### src/aabb_ct_pkg.sv
package aabb_ct_pkg;

    localparam int COORD_W = 16;
    localparam int EXT_W   = 15;
    localparam int SUM_W   = COORD_W + 4;
    localparam int FUNC_W  = 2;
    localparam int USED_W  = 5;

    localparam logic [FUNC_W-1:0] FUNC_ADD    = 2'd0;
    localparam logic [FUNC_W-1:0] FUNC_REMOVE = 2'd1;
    localparam logic [FUNC_W-1:0] FUNC_CHECK  = 2'd2;
    localparam logic [FUNC_W-1:0] FUNC_CLAMP  = 2'd3;

    typedef logic signed [SUM_W-1:0] sum_t;

    typedef struct packed {
        logic [FUNC_W-1:0]         func;
        logic signed [COORD_W-1:0] box_x;
        logic signed [COORD_W-1:0] box_y;
        logic [EXT_W-1:0]          box_w;
        logic [EXT_W-1:0]          box_h;
        logic signed [COORD_W-1:0] move_x;
        logic signed [COORD_W-1:0] move_y;
    } aabb_req_t;

    typedef struct packed {
        logic                      hit;
        logic signed [COORD_W-1:0] clamped_x;
        logic signed [COORD_W-1:0] clamped_y;
        logic                      status;
        logic [USED_W-1:0]         entries_used;
    } aabb_rsp_t;

    typedef struct packed {
        logic [COORD_W-1:0] x;
        logic [COORD_W-1:0] y;
        logic [EXT_W-1:0]   w;
        logic [EXT_W-1:0]   h;
    } aabb_entry_t;

    // Registered result of one entry evaluation
    typedef struct packed {
        logic hit;
        sum_t offx;
        sum_t offy;
    } aabb_eval_t;

    function automatic sum_t sext_coord(logic [COORD_W-1:0] v);
        return {{(SUM_W-COORD_W){v[COORD_W-1]}}, v};
    endfunction

    function automatic sum_t zext_extent(logic [EXT_W-1:0] v);
        return {{(SUM_W-EXT_W){1'b0}}, v};
    endfunction

    function automatic logic [COORD_W-1:0] sat_coord(sum_t v);
        sum_t hi;
        sum_t lo;
        hi = sum_t'({1'b0, {(COORD_W-1){1'b1}}});
        lo = ~hi;
        if (v > hi)
            return hi[COORD_W-1:0];
        else if (v < lo)
            return lo[COORD_W-1:0];
        else
            return v[COORD_W-1:0];
    endfunction

endpackage

### src/aabb_ct_mem.sv
module aabb_ct_mem
    import aabb_ct_pkg::*;
#(
    parameter int DEPTH = 16,
    parameter int AW    = 4
)
(
    input  logic        clk,
    input  logic        wr_en,
    input  logic [AW-1:0] wr_addr,
    input  aabb_entry_t wr_data,
    input  logic [AW-1:0] rd_addr,
    output aabb_entry_t rd_data
);

    aabb_entry_t mem [DEPTH];
    aabb_entry_t rd_data_reg;

    always_ff @(posedge clk)
    begin
        if (wr_en)
        begin
            mem[wr_addr] <= wr_data;
        end
    end

    always_ff @(posedge clk)
    begin
        rd_data_reg <= mem[rd_addr];
    end

    assign rd_data = rd_data_reg;

endmodule

### src/aabb_ct_eval.sv
module aabb_ct_eval
    import aabb_ct_pkg::*;
(
    input  logic        clk,
    input  logic        rst_n,
    input  logic        en,
    input  aabb_req_t   req,
    input  aabb_entry_t entry,
    output logic        match,
    output aabb_eval_t  result
);

    sum_t sx, sy, px, py, pxe, pye, sxw, syh, mx, my;
    logic ox, oy;
    aabb_eval_t result_next;
    logic       hit_reg;
    sum_t       offx_reg;
    sum_t       offy_reg;

    // Exact match of all four stored fields, used by remove
    assign match = (entry.x == req.box_x) && (entry.y == req.box_y) &&
                   (entry.w == req.box_w) && (entry.h == req.box_h);

    always_comb
    begin
        mx  = sext_coord(req.move_x);
        my  = sext_coord(req.move_y);
        sx  = sext_coord(req.box_x) + mx;
        sy  = sext_coord(req.box_y) + my;
        sxw = sx + zext_extent(req.box_w);
        syh = sy + zext_extent(req.box_h);
        px  = sext_coord(entry.x);
        py  = sext_coord(entry.y);
        pxe = px + zext_extent(entry.w);
        pye = py + zext_extent(entry.h);

        // Inclusive overlap: touching edges count
        ox = (pxe >= sx) && (sxw >= px);
        oy = (pye >= sy) && (syh >= py);

        result_next.hit  = en && ox && oy;
        result_next.offx = (sx >= px) ? (mx - (pxe - sx)) : (mx - (sxw - px));
        result_next.offy = (sy >= py) ? (my - (pye - sy)) : (my - (syh - py));
    end

    always_ff @(posedge clk or negedge rst_n)
    begin
        if (!rst_n)
        begin
            hit_reg <= 1'b0;
        end
        else
        begin
            hit_reg <= result_next.hit;
        end
    end

    always_ff @(posedge clk)
    begin
        offx_reg <= result_next.offx;
        offy_reg <= result_next.offy;
    end

    assign result = {hit_reg, offx_reg, offy_reg};

endmodule

### src/aabb_collision_table.sv
// Sequence: add walks the table for the lowest free slot and stops there; remove,
// check and clamp walk every entry, then drain the pipeline before the result.
// One transaction at a time: the next request is taken in the cycle after the
// result is loaded, and finish holds the result back while the response is stalled.
// The walk reads one table entry a cycle from the single entry memory port.
// Reset clears all valid bits, the entry count and the handshakes at once.
module aabb_collision_table
    import aabb_ct_pkg::*;
#(
    parameter int MAX_BOXES = 16
)
(
    input  logic      clk,
    input  logic      rst_n,
    input  logic      req_valid,
    output logic      req_stall,
    input  aabb_req_t req,
    output logic      rsp_valid,
    input  logic      rsp_stall,
    output aabb_rsp_t rsp
);

    localparam int IDX_W = (MAX_BOXES > 1) ? $clog2(MAX_BOXES) : 1;
    localparam int CNT_W = $clog2(MAX_BOXES + 1);

    localparam logic [1:0] ST_IDLE   = 2'd0;
    localparam logic [1:0] ST_SCAN   = 2'd1;
    localparam logic [1:0] ST_DRAIN  = 2'd2;
    localparam logic [1:0] ST_FINISH = 2'd3;

    localparam logic [IDX_W-1:0] LAST_IDX = IDX_W'(MAX_BOXES - 1);
    localparam logic [IDX_W-1:0] IDX_ONE  = IDX_W'(1);
    localparam logic [CNT_W-1:0] CNT_ONE  = CNT_W'(1);

    // Sequencer and table bookkeeping
    logic [1:0]           state_reg, state_next;
    logic [IDX_W-1:0]     idx_reg, idx_next;
    logic [MAX_BOXES-1:0] valid_reg, valid_next;
    logic [CNT_W-1:0]     count_reg, count_next;
    logic                 status_reg, status_next;
    logic                 hit_reg, hit_next;
    logic                 s1_vld_reg, s1_vld_next;
    logic                 rsp_valid_reg, rsp_valid_next;

    // Payload held for the running transaction
    aabb_req_t            req_reg, req_next;
    logic [IDX_W-1:0]     s1_idx_reg, s1_idx_next;
    sum_t                 tx_reg, tx_next;
    sum_t                 ty_reg, ty_next;
    aabb_rsp_t            rsp_reg, rsp_next;

    logic                 is_query;
    logic                 mem_wr_en;
    aabb_entry_t          mem_wr_data;
    aabb_entry_t          mem_rd_data;
    logic                 eval_en;
    logic                 eval_match;
    aabb_eval_t           eval_res;
    logic                 rsp_free;

    assign is_query  = (req_reg.func == FUNC_CHECK) || (req_reg.func == FUNC_CLAMP);
    assign req_stall = (state_reg != ST_IDLE);
    assign rsp_valid = rsp_valid_reg;
    assign rsp       = rsp_reg;
    assign rsp_free  = !rsp_valid_reg || !rsp_stall;

    assign mem_wr_data.x = req_reg.box_x;
    assign mem_wr_data.y = req_reg.box_y;
    assign mem_wr_data.w = req_reg.box_w;
    assign mem_wr_data.h = req_reg.box_h;

    // Store an add into the first free slot met by the walk
    assign mem_wr_en = (state_reg == ST_SCAN) && (req_reg.func == FUNC_ADD) &&
                       !valid_reg[idx_reg];

    // Only valid entries count; the stage-1 entry is the one read last cycle
    assign eval_en = s1_vld_reg && valid_reg[s1_idx_reg] && is_query;

    aabb_ct_mem #(
        .DEPTH (MAX_BOXES),
        .AW    (IDX_W)
    ) u_mem (
        .clk     (clk),
        .wr_en   (mem_wr_en),
        .wr_addr (idx_reg),
        .wr_data (mem_wr_data),
        .rd_addr (idx_reg),
        .rd_data (mem_rd_data)
    );

    aabb_ct_eval u_eval (
        .clk    (clk),
        .rst_n  (rst_n),
        .en     (eval_en),
        .req    (req_reg),
        .entry  (mem_rd_data),
        .match  (eval_match),
        .result (eval_res)
    );

    always_comb
    begin
        state_next     = state_reg;
        idx_next       = idx_reg;
        valid_next     = valid_reg;
        count_next     = count_reg;
        status_next    = status_reg;
        hit_next       = hit_reg;
        s1_vld_next    = 1'b0;
        s1_idx_next    = idx_reg;
        rsp_valid_next = rsp_valid_reg;
        req_next       = req_reg;
        tx_next        = tx_reg;
        ty_next        = ty_reg;
        rsp_next       = rsp_reg;

        // Drop the result once the consumer takes it
        if (rsp_valid_reg && !rsp_stall)
        begin
            rsp_valid_next = 1'b0;
        end

        // Stage 1: clear every matching entry for remove
        if (s1_vld_reg && (req_reg.func == FUNC_REMOVE) &&
            valid_reg[s1_idx_reg] && eval_match)
        begin
            valid_next[s1_idx_reg] = 1'b0;
            count_next             = count_reg - CNT_ONE;
        end

        // Stage 2: fold overlapping entries into the running minimum
        if (eval_res.hit)
        begin
            hit_next = 1'b1;
            if (eval_res.offx < tx_reg)
            begin
                tx_next = eval_res.offx;
            end
            if (eval_res.offy < ty_reg)
            begin
                ty_next = eval_res.offy;
            end
        end

        case (state_reg)
            ST_IDLE:
            begin
                if (req_valid)
                begin
                    req_next    = req;
                    idx_next    = '0;
                    status_next = 1'b0;
                    hit_next    = 1'b0;
                    tx_next     = sext_coord(req.move_x);
                    ty_next     = sext_coord(req.move_y);
                    state_next  = ST_SCAN;
                end
            end
            ST_SCAN:
            begin
                if (req_reg.func == FUNC_ADD)
                begin
                    if (!valid_reg[idx_reg])
                    begin
                        valid_next[idx_reg] = 1'b1;
                        count_next          = count_reg + CNT_ONE;
                        state_next          = ST_FINISH;
                    end
                    else if (idx_reg == LAST_IDX)
                    begin
                        status_next = 1'b1;
                        state_next  = ST_FINISH;
                    end
                    else
                    begin
                        idx_next = idx_reg + IDX_ONE;
                    end
                end
                else
                begin
                    // Advance the read address; data returns next cycle
                    s1_vld_next = 1'b1;
                    if (idx_reg == LAST_IDX)
                    begin
                        state_next = ST_DRAIN;
                    end
                    else
                    begin
                        idx_next = idx_reg + IDX_ONE;
                    end
                end
            end
            ST_DRAIN:
            begin
                // Wait for the last entry to leave stage 1; stage 2 folds it as finish is entered
                if (!s1_vld_reg)
                begin
                    state_next = ST_FINISH;
                end
            end
            ST_FINISH:
            begin
                if (rsp_free)
                begin
                    rsp_next.hit          = hit_reg;
                    rsp_next.status       = status_reg;
                    rsp_next.entries_used = USED_W'(count_reg);
                    if (req_reg.func == FUNC_CLAMP)
                    begin
                        rsp_next.clamped_x = sat_coord(tx_reg);
                        rsp_next.clamped_y = sat_coord(ty_reg);
                    end
                    else
                    begin
                        rsp_next.clamped_x = '0;
                        rsp_next.clamped_y = '0;
                    end
                    rsp_valid_next = 1'b1;
                    state_next     = ST_IDLE;
                end
            end
            default:
            begin
                state_next = ST_IDLE;
            end
        endcase
    end

    always_ff @(posedge clk or negedge rst_n)
    begin
        if (!rst_n)
        begin
            state_reg     <= ST_IDLE;
            idx_reg       <= '0;
            valid_reg     <= '0;
            count_reg     <= '0;
            status_reg    <= 1'b0;
            hit_reg       <= 1'b0;
            s1_vld_reg    <= 1'b0;
            rsp_valid_reg <= 1'b0;
        end
        else
        begin
            state_reg     <= state_next;
            idx_reg       <= idx_next;
            valid_reg     <= valid_next;
            count_reg     <= count_next;
            status_reg    <= status_next;
            hit_reg       <= hit_next;
            s1_vld_reg    <= s1_vld_next;
            rsp_valid_reg <= rsp_valid_next;
        end
    end

    always_ff @(posedge clk)
    begin
        req_reg    <= req_next;
        s1_idx_reg <= s1_idx_next;
        tx_reg     <= tx_next;
        ty_reg     <= ty_next;
        rsp_reg    <= rsp_next;
    end

`ifndef SYNTHESIS
    assert property (@(posedge clk) disable iff (!rst_n)
        $countones(valid_reg) == int'(count_reg))
    else $error("entry count disagrees with valid bits");

    assert property (@(posedge clk) disable iff (!rst_n)
        int'(count_reg) <= MAX_BOXES)
    else $error("entry count exceeds table depth");

    assert property (@(posedge clk) disable iff (!rst_n)
        $rose(rsp_valid) |-> $past(state_reg == ST_FINISH))
    else $error("result raised outside finish");

    assert property (@(posedge clk) disable iff (!rst_n)
        (state_reg == ST_IDLE) |-> (!s1_vld_reg && !eval_res.hit))
    else $error("walk pipeline busy while idle");

    assert property (@(posedge clk) disable iff (!rst_n)
        mem_wr_en |=> (count_reg == $past(count_reg) + CNT_ONE))
    else $error("add stored without counting");
`endif

endmodule

### config.mk
export PLATFORM = sky130hd
export DESIGN_NAME = aabb_collision_table
export DESIGN_NICKNAME = d
export VERILOG_FILES = /design/src/aabb_ct_pkg.sv /design/src/aabb_ct_mem.sv /design/src/aabb_ct_eval.sv /design/src/aabb_collision_table.sv
export SDC_FILE = /design/constraint.sdc
export NUM_CORES = 2
export LEC_CHECK = 0
export BUFFER_PORTS_ARGS = -buffer_cell sky130_fd_sc_hd__buf_2
export CAP_MARGIN = 20
export CORE_UTILIZATION = 68
export CTS_CLUSTER_SIZE = 40
export DETAILED_ROUTE_END_ITERATION = 8
export PLACE_DENSITY = 0.9
export SLEW_MARGIN = 20
export SYNTH_ARGS = -nofsm -noshare
export SYNTH_HDL_FRONTEND = slang
export SYNTH_SLANG_ARGS = --single-unit
export TNS_END_PERCENT = 20
### constraint.sdc
create_clock -name clk -period 15.5 [get_ports clk]
set_input_delay 3.1 -clock clk [delete_from_list [all_inputs] [get_ports clk]]
set_output_delay 3.1 -clock clk [all_outputs]
set_load 0.01 [all_outputs]
# [Word level (Yosys, flattened, before mapping)]
# Memories as Yosys holds them, arrays and structs flattened. A register that Yosys moved wholly into a read port is not among the register bits.
# Cells that the tools add are included.
[word_totals] ram_bits=992 mem_count=1 ff_bits=251 word_cells=177 output_inout_bits=41 inputBits=100
[classes] n_reduce_logical=33 muxes=58 addsub=17 n_eq_ne=20 order_cmp=16 bitwise_logic=4
[mem_list] memory="u_mem.mem" depth=16 word_bits=62 read_ports=1 rd_clocked_by_memory_dff=1 wr=1 line_no="aabb_ct_mem.sv:16" source="aabb_entry_t mem [DEPTH];"
[op_table] operator="20-bit 2-to-1 mux" n=10
[op_table] operator="16-bit 2-to-1 mux" n=6
[op_table] operator="16-bit by 20-bit subtractor with 20-bit output" n=4
[op_table] operator="16-bit by 16-bit adder with 17-bit output" n=4
[op_table] operator="20-bit by 16-bit greater-or-equal comparator with 1-bit output" n=2
[op_table] operator="20-bit by 16-bit > comparator with 1-bit output (second input constant)" n=2
[op_table] operator="20-bit by 16-bit less-than comparator with 1-bit output (second input constant)" n=2
[op_table] operator="20-bit less-than comparator" n=2
[op_table] operator="20-bit by 16-bit subtractor with 20-bit output" n=2
[op_table] operator="17-bit by 16-bit adder with 18-bit output" n=2
[op_table] operator="17-bit by 17-bit subtractor with 18-bit output" n=2
[op_table] operator="17-bit by 16-bit greater-or-equal comparator with 1-bit output" n=2
[op_table] operator="17-bit greater-or-equal comparator" n=2
[op_table] operator="16-bit == test" n=2
[op_table] operator="15-bit == test" n=2
[op_table] operator="15-bit 2-to-1 mux" n=2
[op_table] operator="5-bit 2-to-1 mux" n=4
[op_table] operator="1-bit 2-to-1 mux" n=18
[op_table] operator="1-bit logical AND" n=17
[op_table] operator="16-bit bitwise AND" n=1
[op_table] operator="4-bit 2-to-1 mux" n=4
[op_table] operator="16-bit NOT" n=1
[op_table] operator="16-bit bitwise OR" n=1
[op_table] operator="2-bit 2-to-1 mux" n=7
[op_table] operator="27 further kinds" n=47

# [Depth between registers and ports, before layout]
[depth] word_depth=11 depth_mapped=28 ltp_nobuf=28

# [Cells and area by module]
# From an unflattened synthesis, not the netlist that was laid out.
[hier_totals] hier_cells=3941 hier_area_um2=60772.0
[modules_own_cells] mod="aabb_ct_mem" seq_area_each_um2=31029.8 n_inst=1 cells_per_inst=1598 area_each_um2=38331.8
[modules_own_cells] mod="aabb_ct_eval" seq_area_each_um2=825.8 n_inst=1 cells_per_inst=1646 area_each_um2=13469.2
[modules_own_cells] mod="aabb_collision_table" seq_area_each_um2=5710.5 n_inst=1 cells_per_inst=697 area_each_um2=8971.1

# [Worst setup path before layout]
# No wires, ideal clock.
[synth_timing] path_kind="input to register" start="input req_valid" end="register req_reg, in the netlist mem_wr_data[0], enable pin" required_ps=15002 path_slack_ps=8866 cell_stages=3 path_buffers=1 setup_ps=498 arrival_time_ps=6136 cell_sequence="nand2_1 clkinv_1 clkbuf_1"
[synth_via] elab_chain_cells=1
[synth_lines] element="start: declaration" line_no="aabb_collision_table.sv:15" source="input logic req_valid,"
[synth_lines] element="2-bit AND reduction (no source line)"
[synth_lines] element="end signal: assignment" line_no="aabb_collision_table.sv:257" source="req_reg <= req_next;"
[synth_lines] element="end: declaration" line_no="aabb_collision_table.sv:46" source="aabb_req_t req_reg, req_next;"
# No other way between the ends.
# A chain may end at the register's enable or synchronous reset.

==> results.py <==
metrics = {
    "route": {
        "wl_mm": 174,
        "ant_nets": 0,
        "num_vias": 38100,
        "viasPerCell": 7.20,
        "drt_iter0_drc": 5971,
        "routedWlPerCell_um": 32.9,
        "post-route-drc-count": 0,
        "drt_first_pass_iters": 6,
    },
    "clock_network": {
        "h-tree-depth": 3,
        "cts_tree": "yes",
        "cts_sinks": 1305,
        "clk_path_buf_depth": 3,
        "cts_hold_buf": 0,
        "cts_root_buf": "clkbuf_16",
        "clk_latency_ns": 0.72,
        "postCtsSetupRepairBufs": 0,
        "cts_resized": 0,
        "path_clk_slew_ns": 0.08,
        "cts_buffers": 120,
    },
    "logic_synthesis": {
        "synth_xor_area_share_pct": 3.30,
        "synth_compound_area_share_pct": 6.59,
        "synth_area_leaders": "edfxtp_1 (56%), mux4_2 (12%), ha_1 (6.7%), dfxtp_1 (4.8%), xnor2_1 (1.8%)",
        "synth_top_family_by_area": "multiplexers",
        "syn_nets": 4249,
        "yosysTopAreaCell": "edfxtp_1",
        "synth_top_area_share_pct": 56.0,
        "netlist_area_um2": 60500,
        "synth.area.mux_share_pct": 13.1,
        "synth_warnings": 0,
        "yosys.area_share.simple_pct": 4.59,
        "synth_seq_cells": 1305,
        "synth-main-ff-cell": "edfxtp_1",
        "synthCells": 3781,
        "synth_area_per_cell_um2": 16.0,
        "yosysSeqAreaShare_pct": 62.1,
        "synthArstFlopShare_pct": 2.45,
        "synth-edff-count": 1127,
        "synth-adder-area-share_pct": 8.19,
        "synth_cell_types": 82,
    },
    "layout": {
        "area_growth_pct": 11.0,
        "stdcell_area_um2": 67100,
        "mostFrequentLayoutCell": "edfxtp_1",
        "final_cell_mix": "edfxtp_1 (1127), ha_1 (322), mux4_2 (320)",
        "layout-drive-gt1-share_pct": 19.2,
        "multi_input_area_um2": 21800,
        "largest_register_ffs": 992,
        "nFillCells": 4589,
        "regArea_um2": 37600,
        "nets": 4477,
    },
    "critical_path": {
        "worstSetupPathType": "flop to flop",
        "cp.required_ns": 16.07,
        "endpoint_kind": "flop",
        "crit_slowest_cell": "edfxtp_1",
        "rrSetupSlack_ns": 8.44,
        "worstPathArrival_ns": 7.63,
        "cp_max_fo": 18,
        "crit_top_cell": "ha_1",
        "startpoint_type": "flop",
        "crit_path_max_incr_delay_ns": 0.79,
    },
    "sta": {
        "skew_ns": 0.0333,
        "drv_slew": 0,
        "finalSetupTns_ns": 0,
        "hold_viol": 0,
        "grt_setup_unrepaired": "no",
        "worstMarginPinSlew_ns": 1.22,
        "fmax_mhz": 142,
        "min_period_ns": 7.06,
        "fin_crit_sh_pct": 45.6,
        "relSlewSlack_pct": 18.1,
        "setup_viol": 0,
        "setup_slack_ns": 8.44,
    },
    "run_status": {
        "status": "completed",
    },
    "grt": {
        "antenna_found_initial": 7,
        "grt_pass1_wl_mm": 254,
        "grt_max_degree": 75,
        "grtUsageTotal_pct": 39.1,
        "grt_pass1_vias": 37700,
        "gr-total-overflow": 0,
    },
    "die": {
        "die_y_um": 300,
        "core_um2": 88200,
        "io_pins": 141,
        "start_util_pct": 68.5,
        "chipWidth_um": 300,
        "die-area_um2": 90100,
        "row_count": 109,
    },
    "placement": {
        "gp_congestion": 0.958,
        "dpl.hpwl_mm": 102,
        "placed_area_um2": 62800,
        "portBuffers": 140,
        "post-place-ws_ns": 8.91,
    },
    "run": {
        "max_cap_viol_count": 0,
    },
    "worst_hold_path": {
        "hp-class": "flop to flop",
    },
}
synth_stat cells (7+ instances only):
library cell,instances
edfxtp_1,1127
o21ai_1,12
nor2b_1,37
buf_2,21
o21bai_1,24
clkbuf_1,68
a211o_1,8
a41oi_1,9
a21o_1,95
dfrtp_1,32
ha_1,322
and3_1,18
nor2_1,131
xor2_1,100
mux2i_1,63
a21oi_1,147
a21boi_0,7
nand4_1,33
nor4_1,13
or2_2,12
o2111ai_1,8
nor3_1,46
o21a_1,53
xnor2_1,126
mux2_2,7
dfxtp_1,146
a211oi_1,18
a2111oi_0,10
o21ai_0,121
nand2_1,133
a31oi_1,26
inv_1,225
mux4_2,320
fa_1,46
o211ai_1,11
or3_1,12
nand2b_1,46
o31ai_1,9
nand3_1,43
worst max-delay path, delay by kind of cell, from the launching register on:
family                   cells  cell delay, ns
adder cells (fa/ha/maj)      4            1.27
XOR/XNOR                     2            0.43
buffers and inverters        2            0.19
AND/OR/NAND/NOR              7            1.06
AO/OA/AOI/OAI               11            2.73
multiplexers                 1            0.47
flip-flops                   1            0.79
per-stage QoR:
step,instances,util [%],hold slack [ns]
6_report,5284,76.1,0.473
5_1_grt,5283,76.1,0.478
4_1_cts,5281,76.0,0.474
3_5_place_dp,5051,71.2,0.465
3_3_place_gp,5051,71.2,0.476
2_1_floorplan,3781,-,0.359
logic make-up (layout without fill, tap and decap cells):
| logic type | Yosys count | in the layout |
|---|---|---|
| multiplexers | 390 | 390 |
| AO/OA/AOI/OAI | 609 | 609 |
| adder cells (fa/ha/maj) | 368 | 368 |
| XOR/XNOR | 227 | 227 |
| other | 0 | 2 |
| buffers and inverters | 326 | 662 |
| AND/OR/NAND/NOR | 556 | 556 |
| flip-flops | 1305 | 1305 |
final cells by class:
| class | instances | area share (%) |
|---|---|---|
| sequential | 1305 | 56.0 |
| multi-input combinational | 2150 | 32.4 |
| clock buffer | 161 | 5.02 |
| tap | 1165 | 2.17 |
| timing repair buffer | 206 | 1.81 |
| clock inverter | 69 | 1.34 |
| inverter | 226 | 1.27 |
| antenna | 2 | 0.00745 |
metal layers:
layer | track usage (%) | vias up | part of all wire (%)
met5 | 0 | - | 0.039
met4 | 20.7 | 4 | 6.1
met3 | 10.7 | 684 | 14
met2 | 59.6 | 3450 | 46
met1 | 52.1 | 18700 | 34
li1 | - | 15200 | -
final timing paths:
| kind | start | to | cells past startpoint |
|---|---|---|---|
| setup / recovery | mem_wr_data[46] | u_eval.hit_reg | 27 |
| hold / removal | count_reg[4] | count_reg[4] | 1 |
| setup reg to reg | mem_wr_data[46] | u_eval.hit_reg | 27 |
| hold reg to reg | count_reg[4] | count_reg[4] | 1 |
| max in group asynchronous | rst_n | idx_reg[1] | 1 |
| min in group asynchronous | rst_n | u_eval.hit_reg | 1 |
Power is left out: the tool's default activity adds up to more than one toggle a clock period on the data nets, which glitch-free logic cannot reach.
